[src/hw/rtl/tco_pkg.sv]
// Shared types, constants and helper functions for the ternary crazy operation pipeline.
package tco_pkg;

    localparam int unsigned WORD_W = 16;

    typedef logic [1:0]        t_trit;
    typedef logic [WORD_W-1:0] t_word;

    typedef struct packed {
        t_word a;
        t_word b;
        t_word acc;
    } t_stage_data;

    localparam t_trit TRIT_0 = 2'd0;
    localparam t_trit TRIT_1 = 2'd1;
    localparam t_trit TRIT_2 = 2'd2;

    // Reciprocal constant ceil(2^17 / 3); exact quotient for every 16-bit dividend.
    localparam logic [32:0] DIV3_RECIP = 33'd43691;
    localparam int unsigned DIV3_SHIFT = 17;

    function automatic t_word div3(input t_word x);
        logic [32:0] prod;
        prod = {17'b0, x} * DIV3_RECIP;
        return prod[DIV3_SHIFT +: WORD_W];
    endfunction

    function automatic logic [31:0] pow3_word(input int unsigned n);
        logic [31:0] p;
        p = 32'd1;
        for (int unsigned k = 0; k < n; k++) begin
            p = p * 32'd3;
        end
        return p;
    endfunction

    // Row is the trit of operand b, column the trit of operand a.
    function automatic t_trit crazy_trit(input t_trit tb, input t_trit ta);
        t_trit r;
        case ({tb, ta})
            {TRIT_0, TRIT_0}: r = TRIT_1;
            {TRIT_0, TRIT_1}: r = TRIT_0;
            {TRIT_0, TRIT_2}: r = TRIT_0;
            {TRIT_1, TRIT_0}: r = TRIT_1;
            {TRIT_1, TRIT_1}: r = TRIT_0;
            {TRIT_1, TRIT_2}: r = TRIT_2;
            {TRIT_2, TRIT_0}: r = TRIT_2;
            {TRIT_2, TRIT_1}: r = TRIT_2;
            {TRIT_2, TRIT_2}: r = TRIT_1;
            default:          r = TRIT_0;
        endcase
        return r;
    endfunction

endpackage

[src/hw/rtl/ternary_crazy_op.sv]
// Top level of the pipelined ternary crazy operation on two words of TRIT_COUNT trits.
//
// A request carries two operands, each the binary value of a ternary word. The
// block combines the low TRIT_COUNT trits of both operands trit by trit through
// the fixed crazy table and returns the ternary result in binary, cut to 16 bits.
//
// Input channel: i_valid with i_operand_a and i_operand_b; the block drives
// o_stall. Output channel: o_valid with o_crazy_result; the receiver drives
// i_stall. A request moves at a rising edge where valid is high and stall low.
//
// The pipeline has one register stage per trit. Each stage divides both operands
// by three with a reciprocal multiply, and a new request can enter every cycle
// while o_stall is low.
//
// When the receiver stalls, the stages fill up behind the output register and
// o_stall rises only once every stage holds a request. Synchronous reset
// empties all stages; no request is in flight afterwards.
module ternary_crazy_op
    import tco_pkg::*;
#(
    parameter int unsigned TRIT_COUNT = 10
) (
    input  logic        i_clk,
    input  logic        i_rst_n,
    input  logic        i_valid,
    output logic        o_stall,
    input  logic [15:0] i_operand_a,
    input  logic [15:0] i_operand_b,
    output logic        o_valid,
    input  logic        i_stall,
    output logic [15:0] o_crazy_result
);

    localparam logic [31:0] RANGE_FULL = pow3_word(TRIT_COUNT) - 32'd1;
    localparam logic [31:0] RESULT_MAX = (RANGE_FULL > 32'd65535) ? 32'd65535 : RANGE_FULL;

    t_stage_data w_data  [0:TRIT_COUNT];
    logic        w_valid [0:TRIT_COUNT];
    logic        w_stall [0:TRIT_COUNT];

    assign w_data[0].a   = i_operand_a;
    assign w_data[0].b   = i_operand_b;
    assign w_data[0].acc = '0;
    assign w_valid[0]    = i_valid;
    assign o_stall       = w_stall[0];

    for (genvar k = 0; k < TRIT_COUNT; k++) begin : g_stage
        tco_trit_stage #(
            .TRIT_POS(k)
        ) u_stage (
            .i_clk   (i_clk),
            .i_rst_n (i_rst_n),
            .i_valid (w_valid[k]),
            .i_data  (w_data[k]),
            .o_stall (w_stall[k]),
            .o_valid (w_valid[k+1]),
            .o_data  (w_data[k+1]),
            .i_stall (w_stall[k+1])
        );
    end

    assign w_stall[TRIT_COUNT] = i_stall;
    assign o_valid             = w_valid[TRIT_COUNT];
    assign o_crazy_result      = w_data[TRIT_COUNT].acc;

`ifndef NO_ASSERTIONS
    a_stall_only_when_full: assert property (@(posedge i_clk) disable iff (!i_rst_n)
        o_stall |-> (o_valid && i_stall))
        else $error("Input stalled while the output stage could still move.");

    a_result_in_range: assert property (@(posedge i_clk) disable iff (!i_rst_n)
        o_valid |-> ({16'b0, o_crazy_result} <= RESULT_MAX))
        else $error("Result exceeds the ternary word range.");

    a_empty_after_reset: assert property (@(posedge i_clk)
        !i_rst_n |=> !o_valid)
        else $error("Output valid right after reset.");
`endif

endmodule

[src/hw/rtl/tco_trit_stage.sv]
// One pipeline stage that peels off one trit of each operand and adds its result trit.
module tco_trit_stage
    import tco_pkg::*;
#(
    parameter int unsigned TRIT_POS = 0
) (
    input  logic        i_clk,
    input  logic        i_rst_n,
    input  logic        i_valid,
    input  t_stage_data i_data,
    output logic        o_stall,
    output logic        o_valid,
    output t_stage_data o_data,
    input  logic        i_stall
);

    localparam logic [31:0] PLACE_FULL  = pow3_word(TRIT_POS);
    localparam logic [31:0] PLACE2_FULL = PLACE_FULL << 1;
    localparam t_word       PLACE       = PLACE_FULL[WORD_W-1:0];
    localparam t_word       PLACE2      = PLACE2_FULL[WORD_W-1:0];

    logic        r_valid;
    t_stage_data r_data;
    t_stage_data n_data;
    logic        w_load;
    t_word       w_qa;
    t_word       w_qb;
    t_word       w_ra;
    t_word       w_rb;
    t_trit       w_trit;
    t_word       w_add;

    always_comb begin
        w_qa   = div3(i_data.a);
        w_qb   = div3(i_data.b);
        w_ra   = i_data.a - {w_qa[WORD_W-2:0], 1'b0} - w_qa;
        w_rb   = i_data.b - {w_qb[WORD_W-2:0], 1'b0} - w_qb;
        w_trit = crazy_trit(w_rb[1:0], w_ra[1:0]);
        case (w_trit)
            TRIT_1:  w_add = PLACE;
            TRIT_2:  w_add = PLACE2;
            default: w_add = '0;
        endcase
        n_data.a   = w_qa;
        n_data.b   = w_qb;
        n_data.acc = i_data.acc + w_add;
    end

    assign w_load  = !r_valid || !i_stall;
    assign o_stall = !w_load;
    assign o_valid = r_valid;
    assign o_data  = r_data;

    always_ff @(posedge i_clk) begin
        if (!i_rst_n) begin
            r_valid <= 1'b0;
        end else if (w_load) begin
            r_valid <= i_valid;
        end
    end

    always_ff @(posedge i_clk) begin
        if (w_load && i_valid) begin
            r_data <= n_data;
        end
    end

endmodule
[config.mk]
export PLATFORM = sky130hd
export DESIGN_NAME = ternary_crazy_op
export DESIGN_NICKNAME = d
export VERILOG_FILES = /design/src/hw/rtl/tco_pkg.sv /design/src/hw/rtl/ternary_crazy_op.sv /design/src/hw/rtl/tco_trit_stage.sv
export SDC_FILE = /design/constraint.sdc
export NUM_CORES = 2
export LEC_CHECK = 0
export BUFFER_PORTS_ARGS = -buffer_cell sky130_fd_sc_hd__buf_2
export CORE_MARGIN = 5
export CORE_UTILIZATION = 65
export DETAILED_ROUTE_END_ITERATION = 10
export GPL_ROUTABILITY_DRIVEN = 0
export GPL_TIMING_DRIVEN = 0
export PLACE_DENSITY = 0.9
export SYNTH_ARGS = -nofsm -noshare
export SYNTH_HDL_FRONTEND = slang
export SYNTH_HIERARCHICAL = 1
export SYNTH_SLANG_ARGS = --single-unit
[constraint.sdc]
create_clock -name i_clk -period 11 [get_ports i_clk]
set_clock_uncertainty 0.1 [all_clocks]
set_input_delay 2.75 -clock i_clk [delete_from_list [all_inputs] [get_ports i_clk]]
set_output_delay 2.75 -clock i_clk [all_outputs]
set_load 0.005 [all_outputs]
==> run_results.csv <==
group,metric,value,unit
run_status,outcome,"finished, final reports clean",
layout,drive_gt1_share,3.29,%
detailed_routing,wl_met2,132000,um
detailed_routing,wl_per_cell,19.8,um
global_route,grt_pass1_vias,86584,
sta,finalSetupViolCount,0,
sta,post-route-period-util,96.6,%
placement,placed_cells,12756,
clocking,clock_latency,0.70,ns
worst_setup_path,cp.required,11.33,ns
clocking,cts_num_sinks,440,
detailed_routing,remaining_drc_errors,0,
clocking,cts_made_buffers,56,
die,die_h,415,um
clocking,cts_root_buffer,"clkbuf_16",
clocking,htreeDepth,2,
sta,worst_slew_pin_slew,1.03,ns
global_route,grt_pass1_wl,422000,um
worst_setup_path,crit_top_cell,"ha_1",
placement,portBuffers,53,
hold_path,min_from,"g_stage[6].u_stage/o_valid",
worst_setup_path,r2r_end,"g_stage[5].u_stage/o_data[10]",
die,die_area,0.172,mm^2
die,die_w,415,um
detailed_routing,firstDrtPassIters,11,
worst_setup_path,max_stage_delay,0.54,ns
sta,whs,0.390,ns
global_route,grt_use_total,29.9,%
sta,slew_headroom,30.6,%
detailed_routing,ant_nets,0,
detailed_routing,routed_wirelength,255000,um
global_route,antenna_found_initial,1,
worst_setup_path,reg2reg_from,"g_stage[4].u_stage/o_data[42]",
detailed_routing,routedLengthMet1,91100,um
sta,drv_slew,0,
worst_setup_path,cp_slowest_cell,"fa_1",
sta,fin_crit,10.63,ns
worst_setup_path,crit_type,"reg2reg",
worst_setup_path,cp.arrival,10.96,ns
layout,nets,14809,
run,drv_cap,0,
global_route,grt_max_degree,36,
die,core,0.163,mm^2
hold_path,whs_endpoint,"g_stage[7].u_stage/o_valid",
detailed_routing,top_layer,"met4",
clocking,clkTransAtPathRegs,0.06,ns
detailed_routing,drtIter0Drc,5410,
clocking,postCtsHoldBufs,0,
worst_setup_path,r2r_slack,0.37,ns
synth,syn_inst,10466,
synth,synth.avg_cell_area,10.2,um^2
worst_setup_path,end_kind,"flop",
synth,yosys_warnings,6,
sta,max_freq,0.0941,GHz
die,io_pins,54,
die,rows,148,
synth,synth.cell_area,0.107,mm^2
layout,fin_cells,12868,
worst_setup_path,reg2regPathDepth,41,
hold_path,hold_class,"reg2reg",
detailed_routing,wl_met3,15400,um
detailed_routing,viasPerCell,5.86,
detailed_routing,dr_total_vias,75371,
sta,hold_viol,0,
clocking,cts_buffer_depth,3,
sta,fin_tns_setup,0,ns
global_route,grt-ovfl-total,0,
worst_setup_path,crit_fanout,10,
placement,place_hpwl,218000,um
worst_setup_path,start_kind,"flop",
layout,syn_to_final_growth,5.13,%
die,start_util,65.5,%
clocking,cts_tree,"yes",
hold_path,whs_path_depth,1,
-- critical path, delay by kind of cell (launching register included) --
family                   cells  cell delay [ns]
flip-flops                   1             0.50
XOR/XNOR                     3             0.66
AND/OR/NAND/NOR              8             1.62
adder cells (fa/ha/maj)     12             4.41
AO/OA/AOI/OAI               11             2.31
buffers and inverters        7             0.79
-- through the flow --
stage	instance area, um^2	util, %	setup slack, ns
after global placement	110000	67.4	0.654
final	112000	68.8	0.373
after global routing	112000	68.8	-0.0256
after CTS	112000	68.8	0.0417
after detailed placement	110000	67.6	0.0672
after floorplan	107000	-	1.69
-- area by class of cell --
cell class	instances	area [um^2]
flip-flops and latches	440	13100
diodes	1	2.50
clock inverters	42	524
fillers	10210	50800
inverters	3231	12100
plain buffers	37	235
repair buffers	70	520
multi-input cells	6810	81500
well taps	2175	2720
clock buffers	62	1420
-- sequential cells by signal (all words and copies together) (netlist names) --
name and flops:
g_stage.u_stage/o_valid 10, g_stage.u_stage/o_data 430
-- layer usage --
| metal | vias up | global-route usage (%) |
|---|---|---|
| met4 | 0 | 16.4 |
| met2 | 3373 | 55.1 |
| met3 | 1290 | 4.27 |
| met5 | - | 0 |
| li1 | 33705 | - |
| met1 | 37003 | 33.0 |
-- placed cells by master, fill, tap and decap left out, types with 13 or more instances in the layout --
| cell | count |
|---|---|
| nor2_1 | 260 |
| nor2b_1 | 41 |
| nor3b_1 | 23 |
| o31ai_1 | 15 |
| a21oi_1 | 249 |
| or2_2 | 18 |
| clkbuf_16 | 56 |
| nand4_1 | 63 |
| nand3_1 | 110 |
| xor2_1 | 209 |
| nor4_1 | 13 |
| conb_1 | 62 |
| and2_1 | 51 |
| a211oi_1 | 41 |
| o2111ai_1 | 18 |
| buf_4 | 27 |
| mux2i_1 | 13 |
| o21bai_1 | 25 |
| o21ai_0 | 112 |
| o21ai_1 | 31 |
| fa_1 | 1568 |
| and3_1 | 53 |
| inv_1 | 3229 |
| clkbuf_1 | 16 |
| edfxtp_1 | 430 |
| nand2b_1 | 40 |
| or3_1 | 22 |
| a2111oi_0 | 17 |
| o211ai_1 | 42 |
| and4_1 | 16 |
| xnor2_1 | 290 |
| a31oi_1 | 29 |
| buf_2 | 57 |
| a21o_1 | 99 |
| nor3_1 | 105 |
| ha_1 | 2559 |
| nand2_1 | 216 |
| o21a_1 | 72 |
-- what timing repair did --
item | in CTS | in global routing
endpoints found under the setup margin | 5 | 11
gates cloned | 0 | 0
hold endpoints to repair | 0 | 0
pin swaps | 0 | 2
gates resized for setup | 1 | 8
buffers inserted | 0 | 7
-- worst max-delay path by stage --
stage | from | to | slack, ns | depth (start not counted)
4_1_cts | g_stage[4].u_stage/o_data[42] | g_stage[5].u_stage/o_data[10] | 0.04 | 40
3_5_place_dp | g_stage[4].u_stage/o_data[42] | g_stage[5].u_stage/o_data[15] | 0.07 | 40
5_1_grt | g_stage[4].u_stage/o_data[42] | g_stage[5].u_stage/o_data[10] | -0.03 | 41
2_1_floorplan | g_stage[4].u_stage/o_data[41] | g_stage[5].u_stage/o_data[10] | 1.69 | 40
3_3_place_gp | g_stage[4].u_stage/o_data[42] | g_stage[5].u_stage/o_data[10] | 0.65 | 40
6_report | g_stage[4].u_stage/o_data[42] | g_stage[5].u_stage/o_data[10] | 0.37 | 41
Power is left out: the tool's default activity adds up to more than one toggle a clock period on the data nets, which glitch-free logic cannot reach.
